### config.mk
export PLATFORM = sky130hd
export DESIGN_NAME = i2c_master_byte_engine_core
export DESIGN_NICKNAME = d
export VERILOG_FILES = /design/src/rtl/core/i2cm_pkg.sv /design/src/rtl/core/i2cm_in_reg.sv /design/src/rtl/core/i2cm_seq.sv /design/src/rtl/core/i2cm_out_reg.sv /design/src/rtl/core/i2c_master_byte_engine_core.sv
export SDC_FILE = /design/constraint.sdc
export NUM_CORES = 1
export LEC_CHECK = 0
export ABC_AREA = 1
export BUFFER_PORTS_ARGS = -buffer_cell sky130_fd_sc_hd__buf_2
export CAP_MARGIN = 25
export CORE_ASPECT_RATIO = 0.6
export CORE_MARGIN = 2
export CORE_UTILIZATION = 57
export CTS_CLUSTER_DIAMETER = 60
export CTS_CLUSTER_SIZE = 16
export DETAILED_ROUTE_END_ITERATION = 10
export GPL_TIMING_DRIVEN = 0
export PLACE_DENSITY = 0.79
export SYNTH_ARGS = -nofsm -noshare
export SYNTH_HDL_FRONTEND = slang
export SYNTH_SLANG_ARGS = --single-unit
### constraint.sdc
create_clock -name clock -period 1.9 [get_ports clock]
set_input_delay 0.19 -clock clock [delete_from_list [all_inputs] [get_ports clock]]
set_output_delay 0.19 -clock clock [all_outputs]
set_load 0.02 [all_outputs]
### src/rtl/core/i2cm_pkg.sv
package i2cm_pkg;

   // Command codes carried in the op field.
   localparam logic [1:0] OP_START = 2'd0;
   localparam logic [1:0] OP_STOP  = 2'd1;
   localparam logic [1:0] OP_WRITE = 2'd2;
   localparam logic [1:0] OP_READ  = 2'd3;

   // Item kinds.
   localparam logic KIND_COMMAND = 1'b0;
   localparam logic KIND_TICK    = 1'b1;

   // Half-period bookkeeping: eight data bits take sixteen half-periods,
   // followed by two half-periods of the ack clock.
   localparam int unsigned BitsPerByte = 8;
   localparam logic [4:0] DATA_HALVES = 5'(2 * BitsPerByte);
   localparam logic [4:0] LAST_HALF   = 5'(2 * BitsPerByte + 1);

   // One input item.
   typedef struct packed {
      logic       kind;
      logic [1:0] op;
      logic [7:0] data_byte;
      logic       ack_to_send;
      logic       sda_in;
   } req_type;

   // One result item.
   typedef struct packed {
      logic       scl_level;
      logic       sda_level;
      logic       busy_res;
      logic       done_res;
      logic [7:0] read_byte;
      logic       ack_received;
      logic       command_rejected;
   } rsp_type;

   // Handshake between the input register and the output register.
   typedef struct packed {
      logic take;
   } flow_type;

endpackage

### src/rtl/core/i2cm_in_reg.sv
module i2cm_in_reg (
   input  logic              clock,
   input  logic              reset,
   input  logic              req_valid,
   output logic              req_stall,
   input  i2cm_pkg::req_type req_payload,
   input  logic              take,
   output logic              item_valid,
   output i2cm_pkg::req_type item
);

   logic              item_valid_ff;
   logic              item_valid_in;
   i2cm_pkg::req_type item_ff;
   logic              req_accept;

   // The register takes a new transfer whenever it is empty or being drained.
   assign req_stall  = item_valid_ff && !take;
   assign req_accept = req_valid && !req_stall;

   always_comb begin
      if (req_accept) begin
         item_valid_in = 1'b1;
      end else if (take) begin
         item_valid_in = 1'b0;
      end else begin
         item_valid_in = item_valid_ff;
      end
   end

   always_ff @(posedge clock) begin
      if (reset) begin
         item_valid_ff <= 1'b0;
      end else begin
         item_valid_ff <= item_valid_in;
      end
   end

   // Payload needs no reset.
   always_ff @(posedge clock) begin
      if (req_accept) begin
         item_ff <= req_payload;
      end
   end

   assign item_valid = item_valid_ff;
   assign item       = item_ff;

endmodule

### src/rtl/core/i2cm_seq.sv
module i2cm_seq (
   input  logic              clock,
   input  logic              reset,
   input  logic              take,
   input  i2cm_pkg::req_type item,
   output i2cm_pkg::rsp_type result
);

   logic [1:0] operation_ff, operation_in;
   logic [4:0] half_ff, half_in;
   logic [7:0] shift_ff, shift_in;
   logic       pending_ack_ff, pending_ack_in;
   logic       scl_ff, scl_in;
   logic       sda_ff, sda_in;
   logic       busy_ff, busy_in;
   logic       last_ack_ff, last_ack_in;
   logic [7:0] last_read_ff, last_read_in;
   logic       done;
   logic       rejected;
   logic       finish;
   logic       bump;

   // Next sequencer state for the item at the head of the input register.
   always_comb begin
      operation_in   = operation_ff;
      half_in        = half_ff;
      shift_in       = shift_ff;
      pending_ack_in = pending_ack_ff;
      scl_in         = scl_ff;
      sda_in         = sda_ff;
      busy_in        = busy_ff;
      last_ack_in    = last_ack_ff;
      last_read_in   = last_read_ff;
      done           = 1'b0;
      rejected       = 1'b0;
      finish         = 1'b0;
      bump           = 1'b0;

      if (item.kind == i2cm_pkg::KIND_COMMAND) begin
         if (busy_ff) begin
            rejected = 1'b1;
         end else begin
            // Load a new command and present its first half-period.
            operation_in   = item.op;
            half_in        = '0;
            pending_ack_in = item.ack_to_send;
            busy_in        = 1'b1;
            scl_in         = 1'b1;
            case (item.op)
               i2cm_pkg::OP_START: begin
                  sda_in = 1'b1;
               end
               i2cm_pkg::OP_STOP: begin
                  sda_in = 1'b0;
               end
               i2cm_pkg::OP_WRITE: begin
                  shift_in = item.data_byte;
                  sda_in   = item.data_byte[7];
               end
               default: begin
                  shift_in = '0;
                  sda_in   = 1'b1;
               end
            endcase
         end
      end else if (busy_ff) begin
         // A tick ends the current half-period.
         case (operation_ff)
            i2cm_pkg::OP_START: begin
               if (half_ff == '0) begin
                  sda_in = 1'b0;
                  bump   = 1'b1;
               end else begin
                  scl_in = 1'b0;
                  finish = 1'b1;
               end
            end
            i2cm_pkg::OP_STOP: begin
               if (half_ff == '0) begin
                  sda_in = 1'b1;
                  bump   = 1'b1;
               end else begin
                  finish = 1'b1;
               end
            end
            i2cm_pkg::OP_WRITE: begin
               if (half_ff < i2cm_pkg::DATA_HALVES) begin
                  if (!half_ff[0]) begin
                     scl_in = 1'b0;
                  end else begin
                     // Move to the next bit; the ack clock releases SDA.
                     shift_in = {shift_ff[6:0], 1'b0};
                     scl_in   = 1'b1;
                     if (half_ff + 5'd1 < i2cm_pkg::DATA_HALVES) begin
                        sda_in = shift_ff[6];
                     end else begin
                        sda_in = 1'b1;
                     end
                  end
                  bump = 1'b1;
               end else if (half_ff == i2cm_pkg::DATA_HALVES) begin
                  last_ack_in = item.sda_in;
                  scl_in      = 1'b0;
                  bump        = 1'b1;
               end else begin
                  finish = 1'b1;
               end
            end
            default: begin
               if (half_ff < i2cm_pkg::DATA_HALVES) begin
                  if (!half_ff[0]) begin
                     // Sample on the high half of SCL.
                     shift_in = {shift_ff[6:0], item.sda_in};
                     scl_in   = 1'b0;
                  end else begin
                     scl_in = 1'b1;
                     if (half_ff + 5'd1 < i2cm_pkg::DATA_HALVES) begin
                        sda_in = 1'b1;
                     end else begin
                        sda_in = pending_ack_ff;
                     end
                  end
                  bump = 1'b1;
               end else if (half_ff == i2cm_pkg::DATA_HALVES) begin
                  scl_in = 1'b0;
                  bump   = 1'b1;
               end else begin
                  last_read_in = shift_ff;
                  finish       = 1'b1;
               end
            end
         endcase

         if (finish) begin
            busy_in = 1'b0;
            half_in = '0;
            done    = 1'b1;
         end else if (bump && half_ff < i2cm_pkg::LAST_HALF) begin
            half_in = half_ff + 5'd1;
         end
      end
   end

   // Sequencer state advances only when the item moves to the output register.
   always_ff @(posedge clock) begin
      if (reset) begin
         operation_ff   <= i2cm_pkg::OP_START;
         half_ff        <= '0;
         shift_ff       <= '0;
         pending_ack_ff <= 1'b0;
         scl_ff         <= 1'b1;
         sda_ff         <= 1'b1;
         busy_ff        <= 1'b0;
         last_ack_ff    <= 1'b1;
         last_read_ff   <= '0;
      end else if (take) begin
         operation_ff   <= operation_in;
         half_ff        <= half_in;
         shift_ff       <= shift_in;
         pending_ack_ff <= pending_ack_in;
         scl_ff         <= scl_in;
         sda_ff         <= sda_in;
         busy_ff        <= busy_in;
         last_ack_ff    <= last_ack_in;
         last_read_ff   <= last_read_in;
      end
   end

   // The result reflects the state after this item.
   always_comb begin
      result.scl_level        = scl_in;
      result.sda_level        = sda_in;
      result.busy_res         = busy_in;
      result.done_res         = done;
      result.read_byte        = last_read_in;
      result.ack_received     = last_ack_in;
      result.command_rejected = rejected;
   end

`ifndef SYNTHESIS
   a_idle_index_zero : assert property (@(posedge clock) disable iff (reset)
      !busy_ff |-> half_ff == '0)
      else $error("half-period index not cleared while idle");

   a_index_bound : assert property (@(posedge clock) disable iff (reset)
      half_ff <= i2cm_pkg::LAST_HALF)
      else $error("half-period index out of range");

   a_short_ops : assert property (@(posedge clock) disable iff (reset)
      busy_ff && (operation_ff == i2cm_pkg::OP_START || operation_ff == i2cm_pkg::OP_STOP)
      |-> half_ff <= 5'd1)
      else $error("start or stop ran past two half-periods");

   a_done_frees : assert property (@(posedge clock) disable iff (reset)
      take && done |=> !busy_ff)
      else $error("sequencer still busy after completing a command");

   a_reject_holds : assert property (@(posedge clock) disable iff (reset)
      take && rejected |=> busy_ff && $stable(half_ff))
      else $error("rejected command disturbed the sequence");
`endif

endmodule

### src/rtl/core/i2cm_out_reg.sv
module i2cm_out_reg (
   input  logic              clock,
   input  logic              reset,
   input  logic              item_valid,
   output i2cm_pkg::flow_type flow,
   input  i2cm_pkg::rsp_type result,
   output logic              rsp_valid,
   input  logic              rsp_stall,
   output i2cm_pkg::rsp_type rsp_payload
);

   logic              rsp_valid_ff;
   logic              rsp_valid_in;
   i2cm_pkg::rsp_type rsp_ff;
   logic              take;

   // An item moves on when the output register is empty or being emptied.
   assign take      = item_valid && (!rsp_valid_ff || !rsp_stall);
   assign flow.take = take;

   always_comb begin
      if (take) begin
         rsp_valid_in = 1'b1;
      end else if (rsp_valid_ff && rsp_stall) begin
         rsp_valid_in = 1'b1;
      end else begin
         rsp_valid_in = 1'b0;
      end
   end

   always_ff @(posedge clock) begin
      if (reset) begin
         rsp_valid_ff <= 1'b0;
      end else begin
         rsp_valid_ff <= rsp_valid_in;
      end
   end

   always_ff @(posedge clock) begin
      if (take) begin
         rsp_ff <= result;
      end
   end

   assign rsp_valid   = rsp_valid_ff;
   assign rsp_payload = rsp_ff;

endmodule

### src/rtl/core/i2c_master_byte_engine_core.sv
// A transfer accepted on the request side waits in the input register and is shown on the
// result port once the output register, empty or being emptied, takes it.
// Throughput: one item per cycle unless the result side stalls; the sequencer update sits
// between the registers, and its state changes as the item enters the output register.
// Reset: synchronous, active high; both registers empty, lines released, engine idle,
// received ack reads as one and the read byte as zero.
module i2c_master_byte_engine_core (
   input  logic              clock,
   input  logic              reset,
   input  logic              req_valid,
   output logic              req_stall,
   input  i2cm_pkg::req_type req_payload,
   output logic              rsp_valid,
   input  logic              rsp_stall,
   output i2cm_pkg::rsp_type rsp_payload
);

   logic               item_valid;
   i2cm_pkg::req_type  item;
   i2cm_pkg::rsp_type  result;
   i2cm_pkg::flow_type flow;

   // Request register.
   i2cm_in_reg u_in_reg (
      .clock       (clock),
      .reset       (reset),
      .req_valid   (req_valid),
      .req_stall   (req_stall),
      .req_payload (req_payload),
      .take        (flow.take),
      .item_valid  (item_valid),
      .item        (item)
   );

   // Bit-level sequencer.
   i2cm_seq u_seq (
      .clock  (clock),
      .reset  (reset),
      .take   (flow.take),
      .item   (item),
      .result (result)
   );

   // Result register.
   i2cm_out_reg u_out_reg (
      .clock       (clock),
      .reset       (reset),
      .item_valid  (item_valid),
      .flow        (flow),
      .result      (result),
      .rsp_valid   (rsp_valid),
      .rsp_stall   (rsp_stall),
      .rsp_payload (rsp_payload)
   );

endmodule
== After elaboration in Yosys (flattened, before gate mapping) ==
Index checks and enable logic that the tools add are counted.
Cells by class
  add/sub/neg operators: 1
  multipliers: 0
  div/mod/pow operators: 0
  order comparisons: 3
  equality and inequality tests: 13
  shift-type cells: 0
  muxes and demuxes: 66
  bitwise gates (word level): 2
  reductions and logical operators: 21
Operator list (number)
  8-bit two-way mux: 12
  1-bit two-way mux: 44
  8-bit case mux with 2 select lines: 2
  5-bit two-way mux: 5
  5-bit < comparator, second input constant: 3
  8-bit AND reduction: 1
  2-bit != test, second input constant: 3
  3-bit != test, second input constant: 2
  5-bit by 1-bit adder with 5-bit output, second input constant: 1
  5-bit == test, second input constant: 1
  1-bit logical AND: 5
  5-bit logical NOT: 1
  2-bit by 1-bit == test with 1-bit output, second input constant: 2
  2-bit == test, second input constant: 2
  1-bit logical NOT: 4
  2-bit logical NOT: 2
  2-bit by 1-bit != test with 1-bit output, second input constant: 2
  1-bit case mux with 2 select lines: 2
  4-bit AND reduction: 1
  2-bit OR reduction: 2
  3-bit by 2-bit != test with 1-bit output, second input constant: 1
  1-bit case mux with 3 select lines: 1
  3-bit AND reduction: 1
  3-bit OR reduction: 1
  4 further kinds: 5
Storage, ports and cells
  bits in registers: 57
  latch bits: 0
  memory bits (writable): 0
  ROM bits: 0
  input port bits: 17
  output and inout bits: 16
  word-level logic and storage cells: 129
  memories kept: 0

== Longest topological paths before layout ==
Gate-level depths: netlist of run 1.
  depth after elaboration: 11
  depth in mapped cells: 12
  depth with buffers taken out: 12

== Cells and area by module ==
Synthesis of run 1 repeated with hierarchy kept, for this count alone.
Unflattened totals
  cell total of the unflattened synthesis: 298
  area, all modules: 2651.3 um^2
Modules (own cells, without submodules)
  i2cm_seq: instances 1, cells each 259, area each 1752.9 um^2, sequential area each 560.5 um^2
  i2cm_out_reg: instances 1, cells each 19, area each 461.7 um^2, sequential area each 440.4 um^2
  i2cm_in_reg: instances 1, cells each 20, area each 436.7 um^2, sequential area each 410.4 um^2

== Least setup slack after synthesis of run 1 ==
OpenSTA, ideal clock, no wires.
  path kind: register to register
  start: reg u_out_reg.rsp_valid_ff (netlist: u_out_reg.rsp_valid)
  end: reg u_in_reg.item_ff (netlist bit u_in_reg.item[0]) (enable)
  library setup time: 0.299 ns
  arrival time: 1.207 ns
  required time: 1.601 ns
  slack: 0.394 ns
  stages on the path, launching flop included: 6
  buffers on the path: 0
  period minus slack after synthesis: 1.506 ns
  cell sequence: dfxtp_1 > nand2_1 > nor2_1 > inv_1 > nand2_1 > inv_1
Between the ends
  longest elaborated chain between the ends: 7
Ends and longest elaborated chain
  from (decl): line i2cm_out_reg.sv:12  | logic rsp_valid_ff;
  from (signal assigned): line i2cm_out_reg.sv:35  | rsp_valid_ff <= rsp_valid_in;
  1-bit logical NOT: line i2cm_out_reg.sv:18  | assign take = item_valid && (!rsp_valid_ff || !rsp_stall);
  1-bit logical OR: line i2cm_out_reg.sv:18
  1-bit logical AND: line i2cm_out_reg.sv:18
  1-bit logical NOT: line i2cm_in_reg.sv:18  | assign req_stall = item_valid_ff && !take;
  1-bit logical AND: line i2cm_in_reg.sv:18
  net req_stall: line i2c_master_byte_engine_core.sv:11  | output logic req_stall,
  1-bit logical NOT: line i2cm_in_reg.sv:19  | assign req_accept = req_valid && !req_stall;
  1-bit logical AND: line i2cm_in_reg.sv:19
  to (signal assigned): line i2cm_in_reg.sv:42  | item_ff <= req_payload;
  to (decl): line i2cm_in_reg.sv:14  | i2cm_pkg::req_type item_ff;
The timed path passes the listed nets, and every way through them passes these cells.
A chain may end at the register's enable or synchronous reset.

== Worst setup path in the final report of run 1 ==
  start: reg u_in_reg.item_ff (netlist bit u_in_reg.item[12])
  end: reg u_seq.shift_ff[0]
Between the ends
  longest elaborated chain between the ends: 2
  elaborated cells between the ends (all ways): 5
  classes of those cells: 3 x eq/ne; 1 x mux; 1 x reduce/logical
Ends and longest elaborated chain
  2-bit by 1-bit != test with 1-bit output (no line) or 2-bit != test (tied branches)
  8-bit AND reduction (no line)
  to (signal assigned): line i2cm_seq.sv:159  | shift_ff <= shift_in;
  to (decl): line i2cm_seq.sv:11  | logic [7:0] shift_ff, shift_in;
Several ways; a longest one is shown, not always the timed one.

==> summary.txt, run 1 <==
Setup path
  – CP Buf/Inv Count: 1
  – Worst EP arrival: 1.97 ns
  – Crit path cell chain: inv_4 -> nor2_1 -> nor2_4 -> nand2_2 -> a21oi_4 -> nand2_4 -> o21ai_1 -> a21oi_1
  – Crit Path Max Fanout: 10
  – Cell family with most CP delay: flip-flops
  – Worst EP required: 2.13 ns
  – CP Class: register to register
  – Crit-path max cell delay: 0.52 ns
  – Endpoint type of the worst setup path: register
  – Crit start category: register
  – Slowest cell on crit path: edfxtp_1

Synthesis
  – Synthesized cell area: 2620 um^2
  – Synth area leaders: edfxtp_1 31%, dfxtp_1 23%, nand2_1 6.0%
  – Syn Nets: 312
  – Number of synthesized register bits: 57
  – Largest area contributor in the netlist: edfxtp_1
  – Sequential-to-total area share from yosys stat: 53.9%
  – Top_reg_cell synth: dfxtp_1
  – Synth warn: 0
  – Unique masters post-synth: 31
  – Async SR Flop Fraction: 0%
  – EDFF count, synth: 27
  – Syn Inst Count: 293
  – Yosys top cell area share: 30.9%
  – Syn Area/Cell: 8.94 um^2

Status
  – Status: finished, final reports clean

Layout
  – Commonest non-fill, non-tap cell in the layout: nand2_1
  – Share of layout cells above drive strength 1: 26.2%
  – Layout area overhead: 16.3%
  – Most frequent cells in the layout: 42 x nand2_1, 36 x inv_1, 34 x buf_2
  – Layout Nets: 357
  – Ant diodes: 0
  – Util after Layout: 67.8%
  – Fill count: 375

Detailed routing
  – Final WL: 5070 um
  – Drt drc: 0
  – Drt pass-1 iters: 4
  – Antenna-violating nets left: 0
  – Initial drt markers: 137
  – Routed len/inst: 12.5 um
  – Via count: 2072
  – Vias per cell: 5.10

Placement
  – Port buffer count: 32
  – Gpl congestion: 0.925
  – Post-DP HPWL: 3640 um

STA
  – TNS Setup: 0 ns
  – Max-slew violation count: 0
  – Crit share post-route: 91.5%
  – WHS: 0.0234 ns
  – RSZ-0062 raised after global routing: no
  – Fmax: 0.575 GHz
  – Final Skew: 0.0108 ns
  – Slew headroom: 57.2%
  – Slew @ Worst Pin: 0.638 ns
  – Clock period minus worst slack: 1.74 ns
  – Final Hold Viols: 0
  – Endpoints failing setup: 0

CTS
  – H-tree depth: 3
  – Max clock buf depth: 2
  – Cts bufs inserted: 9
  – Worst skew pair latency: 0.34 ns
  – Clk Tree Root Cell: clkbuf_8
  – Clock-pin slew on the worst setup and hold paths: 0.07 ns
  – CTS tree: yes
  – Sink Count: 57
  – Post-CTS Setup Repair Bufs: 0

Global route
  – Largest net degree at the start of global routing: 24
  – First-pass GRT wire length: 8420 um
  – Initial antenna violation count: 0
  – GRT Residual Overflow: 0
  – Vias in the first global route: 1713
  – Tot GR Track Use: 22.0%

Die
  – Die footprint: 5170 um^2
  – Row count: 19
  – Initial Utilization: 58.3%
  – Die Ht: 56.5 um
  – Core ar.: 4490 um^2
  – Die width: 91.5 um
  – I/O pins: 33

Power
  – Pwr Density: 858 nW/um^2
  – Leak: 1.27 nW
  – Max VDD drop: 0.000611 V

Flow run
  – Max-Cap Viols: 0

Worst hold path
  – Class of the worst hold path: input pin to register
kinds of logic after synthesis:
kind of cell,share of synthesized area (%)
AO/OA/AOI/OAI,15.3
adder cells (fa/ha/maj),0.955
buffers and inverters,7.26
AND/OR/NAND/NOR,22.6
flip-flops,53.9
sequential cells by signal, summed over array words and instances, names as in the netlist, 2 cells and up:
register               flops
u_out_reg.rsp_payload     14
u_in_reg.item             13
u_seq.last_read_ff         8
u_seq.shift_ff             8
u_seq.half_ff              5
u_seq.operation_ff         2
area by class of cell:
type	count	area [um^2]	area share, %
sequential	57	1410	46.3
multi-input combinational	188	1020	33.4
timing repair buffer	34	180	5.91
inverter	42	160	5.26
clock buffer	12	145	4.76
tap	63	78.8	2.59
buffer	6	32.5	1.07
clock inverter	4	20.0	0.657
synthesized netlist by cell type (4+ instances only):
library cell,count
edfxtp_1,27
o21ai_1,7
nor2_1,32
nand2_1,42
o21ai_0,12
nand2_2,10
nand3_1,28
inv_2,5
nor2_2,4
o21ai_2,16
dfxtp_1,30
inv_1,36
a21oi_1,20
power breakdown:
group	internal, mW	switching [mW]
Clock	0.499	0.451
Sequential	1.35	0.0327
Combinational	0.0932	0.186
Total	1.95	0.670
routing by layer:
metal / up-vias / wire length, um / track usage (%)
li1: 1069 / - / -
met1: 912 / 2500 / 32.4
met2: 88 / 1990 / 28.3
met3: 3 / 546 / 9.26
met4: 0 / 32 / 8.44
met5: - / 0 / 0
path summary, 6_finish.rpt:
kind / start / to / slack, ns / depth (start not counted)
setup / recovery: u_in_reg.item[12] / u_seq.shift_ff[0] / 0.16 / 8
hold / removal: req_payload[6] / u_in_reg.item[6] / 0.02 / 1
setup reg to reg: u_in_reg.item[12] / u_seq.shift_ff[0] / 0.16 / 8
hold reg to reg: u_seq.shift_ff[4] / u_seq.shift_ff[4] / 0.46 / 2
metrics by stage:
step | worst slack (ns) | total power [mW] | std cells | cell area [um^2]
after global routing | 0.0505 | 2.73 | 406 | 3050
after CTS | 0.138 | 2.62 | 404 | 3020
after global placement | 0.156 | 1.68 | 388 | 2860
after floorplan | 0.394 | 1.60 | 293 | 2620
after detailed placement | 0.138 | 1.68 | 388 | 2860
final | 0.161 | 2.62 | 406 | 3050
what timing repair did:
action / CTS / global route
setup endpoints to repair: 0 / 4
gates resized for setup: 0 / 2
hold buffers: 0 / 2
hold endpoints to repair: 0 / 2
No activity file was read; power rests on OpenSTA's default activity.
==> run 2, diff against run 1 <==
MAX_ROUTING_LAYER = met4   (was unset)
==> run 2 against run 1 <==
Compared with the run above: clock skew fell by 0.0039 ns; combinational power about the same; register-to-register slack improved by 0.06 ns; wire length rose by 5.3%; cell count down 0.25%; clock power grew 16%; worst setup slack improved by 0.055 ns; via count rose by 0.39%; design area up 0.29%; utilization up 0.19 points; power up 5.8%; largest power group unchanged.
==> summary.txt, run 2 (same netlist as run 1, synthesis figures left out) <==
Detailed routing
  – Initial drt markers: 194
  – Antenna-violating nets left: 0
  – Via count: 2080
  – Drt drc: 0
  – Routed len/inst: 13.2 um
  – Vias per cell: 5.14
  – Drt pass-1 iters: 5
  – Final WL: 5340 um

CTS
  – Clock-pin slew on the worst setup and hold paths: 0.06 ns
  – Sink Count: 57
  – H-tree depth: 3
  – Worst skew pair latency: 0.34 ns
  – Post-CTS Hold Buffers: 0
  – CTS tree: yes
  – Cts bufs inserted: 9
  – Max clock buf depth: 2
  – Clk Tree Root Cell: clkbuf_8

Layout
  – Fill count: 365
  – Share of layout cells above drive strength 1: 26.3%
  – Final cell count without fillers: 405
  – Ant diodes: 0
  – Max reg flops: 14
  – Seq. cell area: 1410 um^2
  – Layout Nets: 356
  – Commonest non-fill, non-tap cell in the layout: nand2_1
  – Layout area overhead: 16.6%
  – Most frequent cells in the layout: 42 x nand2_1, 36 x inv_1, 34 x buf_2
  – Multi-input gate area: 1020 um^2

Setup path
  – Worst R2R Start: u_seq.half_ff[0]
  – Worst EP arrival: 1.92 ns
  – Endpoint type of the worst setup path: register
  – Worst EP required: 2.14 ns
  – Crit-path max cell delay: 0.43 ns
  – Worst path depth: 9
  – Crit path cell chain: inv_1 -> ha_1 -> nand2_2 -> nand3_4 -> buf_6 -> nand2_2 -> o21ai_2 -> o21ai_2 -> inv_1
  – CP Buf/Inv Count: 3
  – Crit start category: register
  – Slowest cell on crit path: dfxtp_1
  – CP Class: register to register
  – Critical path endpoint: u_seq.last_read_ff[4]
  – Cell family with most CP delay: flip-flops
  – Worst setup startpoint: u_seq.half_ff[0]
  – Reg-to-reg endpoint: u_seq.last_read_ff[4]
  – Setup slack, reg-to-reg: 0.22 ns
  – Worst Reg-to-Reg Cells: 9
  – Crit Path Max Fanout: 10

Global route
  – Initial antenna violation count: 0
  – First-pass GRT wire length: 8910 um
  – Vias in the first global route: 1891
  – Tot GR Track Use: 23.7%
  – GRT Residual Overflow: 0
  – Largest net degree at the start of global routing: 24

Die
  – Die Ht: 56.5 um
  – Die footprint: 5170 um^2
  – I/O pins: 33
  – Row count: 19
  – Initial Utilization: 58.3%
  – Die width: 91.5 um
  – Core ar.: 4490 um^2

Placement
  – Post-DP HPWL: 3840 um
  – DP Worst Slack: 0.133 ns
  – Port buffer count: 32
  – Gpl congestion: 0.921
  – Cells after DPL: 388

STA
  – Final Hold Viols: 0
  – TNS Setup: 0 ns
  – Crit share post-route: 88.6%
  – Fmax: 0.594 GHz
  – Setup ws final: 0.216 ns
  – Max-slew violation count: 0
  – Endpoints failing setup: 0
  – Slew @ Worst Pin: 0.608 ns
  – Clock period minus worst slack: 1.68 ns
  – Final Skew: 0.00690 ns
  – Slew headroom: 59.2%
  – RSZ-0062 raised after global routing: no

Flow run
  – Max-Cap Viols: 0

Power
  – Pwr Density: 905 nW/um^2
  – Tot Pwr: 2.77 mW
  – Max VDD drop: 0.000541 V
  – Leak: 1.27 nW

Status
  – Status: finished, final reports clean

Worst hold path
  – Class of the worst hold path: input pin to register
  – Hold depth: 1
[run 2: changes by cell type in the layout (fill, tap and decap cells not counted)]
| cell | before | now |
|---|---|---|
| clkinv_2 | 4 | 2 |
| dlygate4sd3_1 | 2 | 0 |
| buf_4 | 0 | 1 |
| bufinv_16 | 0 | 1 |
| clkbuf_1 | 5 | 6 |
| inv_2 | 4 | 5 |
| inv_4 | 1 | 0 |
[run 2: repair_timing]
item                       4_1_cts  5_1_grt
hold endpoints to repair         0        0
buffers inserted                 0        1
resized for setup                0        1
setup endpoints to repair        0        6
[run 2: worst min path at each step]
stage / startpoint / to / slack (ns)
after floorplan: req_payload[0] / u_in_reg.item[0] / 0.29
after global placement: req_payload[0] / u_in_reg.item[0] / 0.37
after detailed placement: req_payload[12] / u_in_reg.item[12] / 0.37
after CTS: req_payload[7] / u_in_reg.item[7] / 0.01
after global routing: req_payload[4] / u_in_reg.item[4] / 0.01
final: req_payload[4] / u_in_reg.item[4] / 0.02
[run 2: cell type report]
| type | instances | share of cell area [%] |
|---|---|---|
| plain buffers | 6 | 1.06 |
| clock buffers | 13 | 4.87 |
| clock inverters | 3 | 1.31 |
| inverters | 42 | 5.16 |
| multi-input cells | 188 | 33.3 |
| flip-flops and latches | 57 | 46.2 |
| well taps | 63 | 2.58 |
| repair buffers | 33 | 5.49 |
[run 2: power by group]
| part | switching (mW) | internal [mW] | total, mW | leakage [nW] |
|---|---|---|---|---|
| Clock | 0.461 | 0.638 | 1.10 | 0.0974 |
| Combinational | 0.191 | 0.0918 | 0.282 | 0.671 |
| Sequential | 0.0311 | 1.35 | 1.38 | 0.501 |
[run 2: metrics by stage]
step / area [um^2] / hold WS (ns) / utilization [%]
floorplan: 2620 / 0.289 / -
global placement: 2860 / 0.366 / 63.6
detailed placement: 2860 / 0.368 / 63.6
CTS: 3050 / 0.0101 / 67.8
global route: 3060 / 0.0123 / 68.0
finish: 3060 / 0.0224 / 68.0
[run 2: layer usage]
metal / vias up / global-route usage [%] / wire (um) / share of wire [%]
li1: 1061 / - / - / -
met1: 924 / 33.5 / 2620 / 49
met2: 88 / 31.1 / 2210 / 41
met3: 7 / 7.38 / 455 / 8.5
met4: 0 / 10.6 / 51 / 0.96
met5: - / - / 0 / 0
==> run 3, diff against run 2 <==
ABC_AREA = 0   (was 1)
==> run 3 against run 2 <==
Compared with the run above: die area up 0.41%; clock-buffer cell count down 4; worst setup slack worse by 0.19 ns; first-iteration DRC count up 23%; clock skew about the same; sequential cell count unchanged; critical endpoint is now u_seq.half_ff[4]; largest power group unchanged.
==> summary.txt, run 3 <==
Layout
  – Layout Nets: 299
  – Most frequent cells in the layout: 38 x buf_2, 28 x dfxtp_1, 27 x edfxtp_1
  – Commonest non-fill, non-tap cell in the layout: buf_2
  – Layout area overhead: 20.5%
  – Util after Layout: 70.2%
  – Ant diodes: 0
  – Fill count: 329
  – Share of layout cells above drive strength 1: 30.2%
  – Max reg flops: 14

Setup path
  – Crit start category: register
  – Crit-path max cell delay: 0.44 ns
  – Crit path cell chain: inv_1 -> ha_2 -> or3b_4 -> o31a_1 -> o221ai_1 -> a32o_1
  – Worst EP arrival: 2.16 ns
  – CP Class: register to register
  – Worst EP required: 2.18 ns
  – Endpoint type of the worst setup path: register
  – Crit Path Max Fanout: 4
  – Slowest cell on crit path: or3b_4

STA
  – Final Hold Viols: 0
  – Clock period minus worst slack: 1.88 ns
  – Slew headroom: 37.1%
  – Endpoints failing setup: 0
  – TNS Setup: 0 ns
  – Max-slew violation count: 0
  – Final Skew: 0.00715 ns
  – Fmax: 0.533 GHz
  – Crit share post-route: 98.8%
  – Slew @ Worst Pin: 0.941 ns
  – Setup ws final: 0.0229 ns
  – RSZ-0062 raised after global routing: yes
  – WHS: 0.0239 ns

Synthesis
  – Largest family of logic cells by synthesized area: simple AND/OR/NAND/NOR gates
  – Simple-gate share of the synthesized area: 16.9%
  – Top_reg_cell synth: dfxtp_1
  – Syn Area/Cell: 11.2 um^2
  – Async SR Flop Fraction: 0%
  – Yosys top cell area share: 30.8%
  – Xor/xnor share of the synthesized area: 0.333%
  – Synth area leaders: edfxtp_1 31%, dfxtp_1 23%, a21oi_1 4.0%
  – Commonest cells post-synth: 30 x dfxtp_1, 27 x edfxtp_1, 21 x a21oi_1
  – Number of synthesized register bits: 57
  – Cell with the most instances after synthesis: dfxtp_1
  – Post-synthesis mux area share: 6.89%
  – Syn Inst Count: 234
  – Synth warn: 0
  – Sequential-to-total area share from yosys stat: 53.6%
  – Post-synthesis compound-gate area fraction: 16.5%
  – Adder-cell area share of the yosys netlist: 1.33%
  – Largest area contributor in the netlist: edfxtp_1
  – Syn Nets: 253
  – EDFF count, synth: 27
  – Synthesized cell area: 2630 um^2
  – Unique masters post-synth: 55

Global route
  – Vias in the first global route: 1796
  – Initial antenna violation count: 0
  – Tot GR Track Use: 24.3%
  – GRT Residual Overflow: 0
  – First-pass GRT wire length: 9060 um
  – Largest net degree at the start of global routing: 18

Power
  – Sw Pwr: 0.650 mW
  – Seq pwr share: 48.5%
  – Leak: 1.20 nW
  – Switching Fraction: 23.3%
  – Logic pwr share: 8.4%
  – Tot Pwr: 2.78 mW
  – Pint: 2.14 mW
  – Max VDD drop: 0.000773 V
  – Pwr Density: 878 nW/um^2
  – Clock share of power: 43.1%

CTS
  – Sink Count: 57
  – Cts bufs inserted: 9
  – Clock-pin slew on the worst setup and hold paths: 0.07 ns
  – Worst skew pair latency: 0.34 ns
  – CTS tree: yes
  – Clk Tree Root Cell: clkbuf_8
  – H-tree depth: 3
  – Max clock buf depth: 2

Flow run
  – Max-Cap Viols: 0

Worst hold path
  – Class of the worst hold path: input pin to register

Die
  – Die Ht: 56.6 um
  – Die footprint: 5190 um^2
  – Core ar.: 4520 um^2
  – Initial Utilization: 58.3%
  – Die width: 91.7 um
  – I/O pins: 33
  – Row count: 19

Detailed routing
  – Vias per cell: 5.96
  – Antenna-violating nets left: 0
  – Routed len/inst: 16.4 um
  – Initial drt markers: 238
  – Drt drc: 0
  – Drt pass-1 iters: 5
  – Via count: 2074
  – Final WL: 5690 um

Status
  – Status: finished, final reports clean

Placement
  – DP Worst Slack: -0.0947 ns
  – Port buffer count: 32
  – Gpl congestion: 0.982
  – Post-DP HPWL: 3730 um
-- run 3: changes by cell type after synthesis, moves of 8 or more --
cell / previous run / this run
mux2i_1: 0 / 8
nor2_1: 32 / 18
nand2_2: 10 / 1
o21ai_2: 16 / 1
nand3_1: 28 / 5
o21ai_0: 12 / 4
nor3b_1: 0 / 13
mux2_2: 0 / 9
nand2_1: 42 / 11
a311oi_1: 0 / 9
inv_1: 36 / 7
-- run 3: kinds of logic (layout without fill, tap and decap cells) --
logic type / after synthesis / count (layout)
adders and majority gates: 3 / 3
and+or+nand+nor: 73 / 73
DFF: 57 / 57
AOI/OAI and AO/OA: 58 / 58
xor gates and xnor gates: 1 / 1
muxes: 17 / 17
buffers and inverters: 25 / 76
-- run 3: final cells by class --
| cell class | instances | area, um^2 | share of cell area [%] |
|---|---|---|---|
| clock buffer | 9 | 124 | 3.91 |
| sequential | 57 | 1420 | 44.8 |
| multi-input combinational | 152 | 1140 | 36.0 |
| tap | 63 | 78.8 | 2.49 |
| timing repair buffer | 35 | 193 | 6.08 |
| inverter | 7 | 26.3 | 0.829 |
| clock inverter | 7 | 85.1 | 2.68 |
| buffer | 18 | 104 | 3.28 |
-- run 3: stage by stage --
stage / std cells / cell area, um^2
2_1_floorplan: 234 / 2630
3_3_place_gp: 329 / 2870
3_5_place_dp: 330 / 2890
4_1_cts: 347 / 3120
5_1_grt: 348 / 3170
6_report: 348 / 3170
-- run 3: power by group through the flow --
stage               Combinational, mW  Clock, mW  Sequential (mW)
detailed placement              0.216          0             1.38
global placement                0.210          0             1.38
CTS                             0.221       1.22             1.35
floorplan                       0.128          0             1.39
global route                    0.253       1.29             1.35
finish                          0.233       1.20             1.35
-- run 3: worst paths after layout --
| path | start | to | slack, ns | depth (start not counted) |
|---|---|---|---|---|
| max reg2reg | u_seq.half_ff[0] | u_seq.half_ff[4] | 0.02 | 6 |
| min reg2reg | u_seq.pending_ack_ff | u_seq.pending_ack_ff | 0.48 | 2 |
| min | req_payload[11] | u_in_reg.item[11] | 0.02 | 1 |
| max | u_seq.half_ff[0] | u_seq.half_ff[4] | 0.02 | 6 |
-- run 3: worst max-delay path: cells and delay by family, from the launching register on --
family	cells	cell delay, ns
simple gates	1	0.44
compound gates	3	0.75
buf+inv	1	0.08
flops	1	0.34
fa+ha+maj	1	0.20
-- run 3: metal layers --
metal | vias up | wire length (um) | global-route usage (%)
met5 | - | 0 | -
met4 | 0 | 129 | 11.9
met3 | 16 | 549 | 9.26
met2 | 114 | 2290 | 28.9
met1 | 963 | 2720 | 35.4
li1 | 981 | - | -
-- run 3: what timing repair did --
item | 4_1_cts | 5_1_grt
resized for setup | 6 | 14
setup buffers | 1 | 0
hold buffers | 0 | 1
endpoints found under the hold margin | 0 | 1
pin swaps | 1 | 3
setup endpoints to repair | 23 | 41
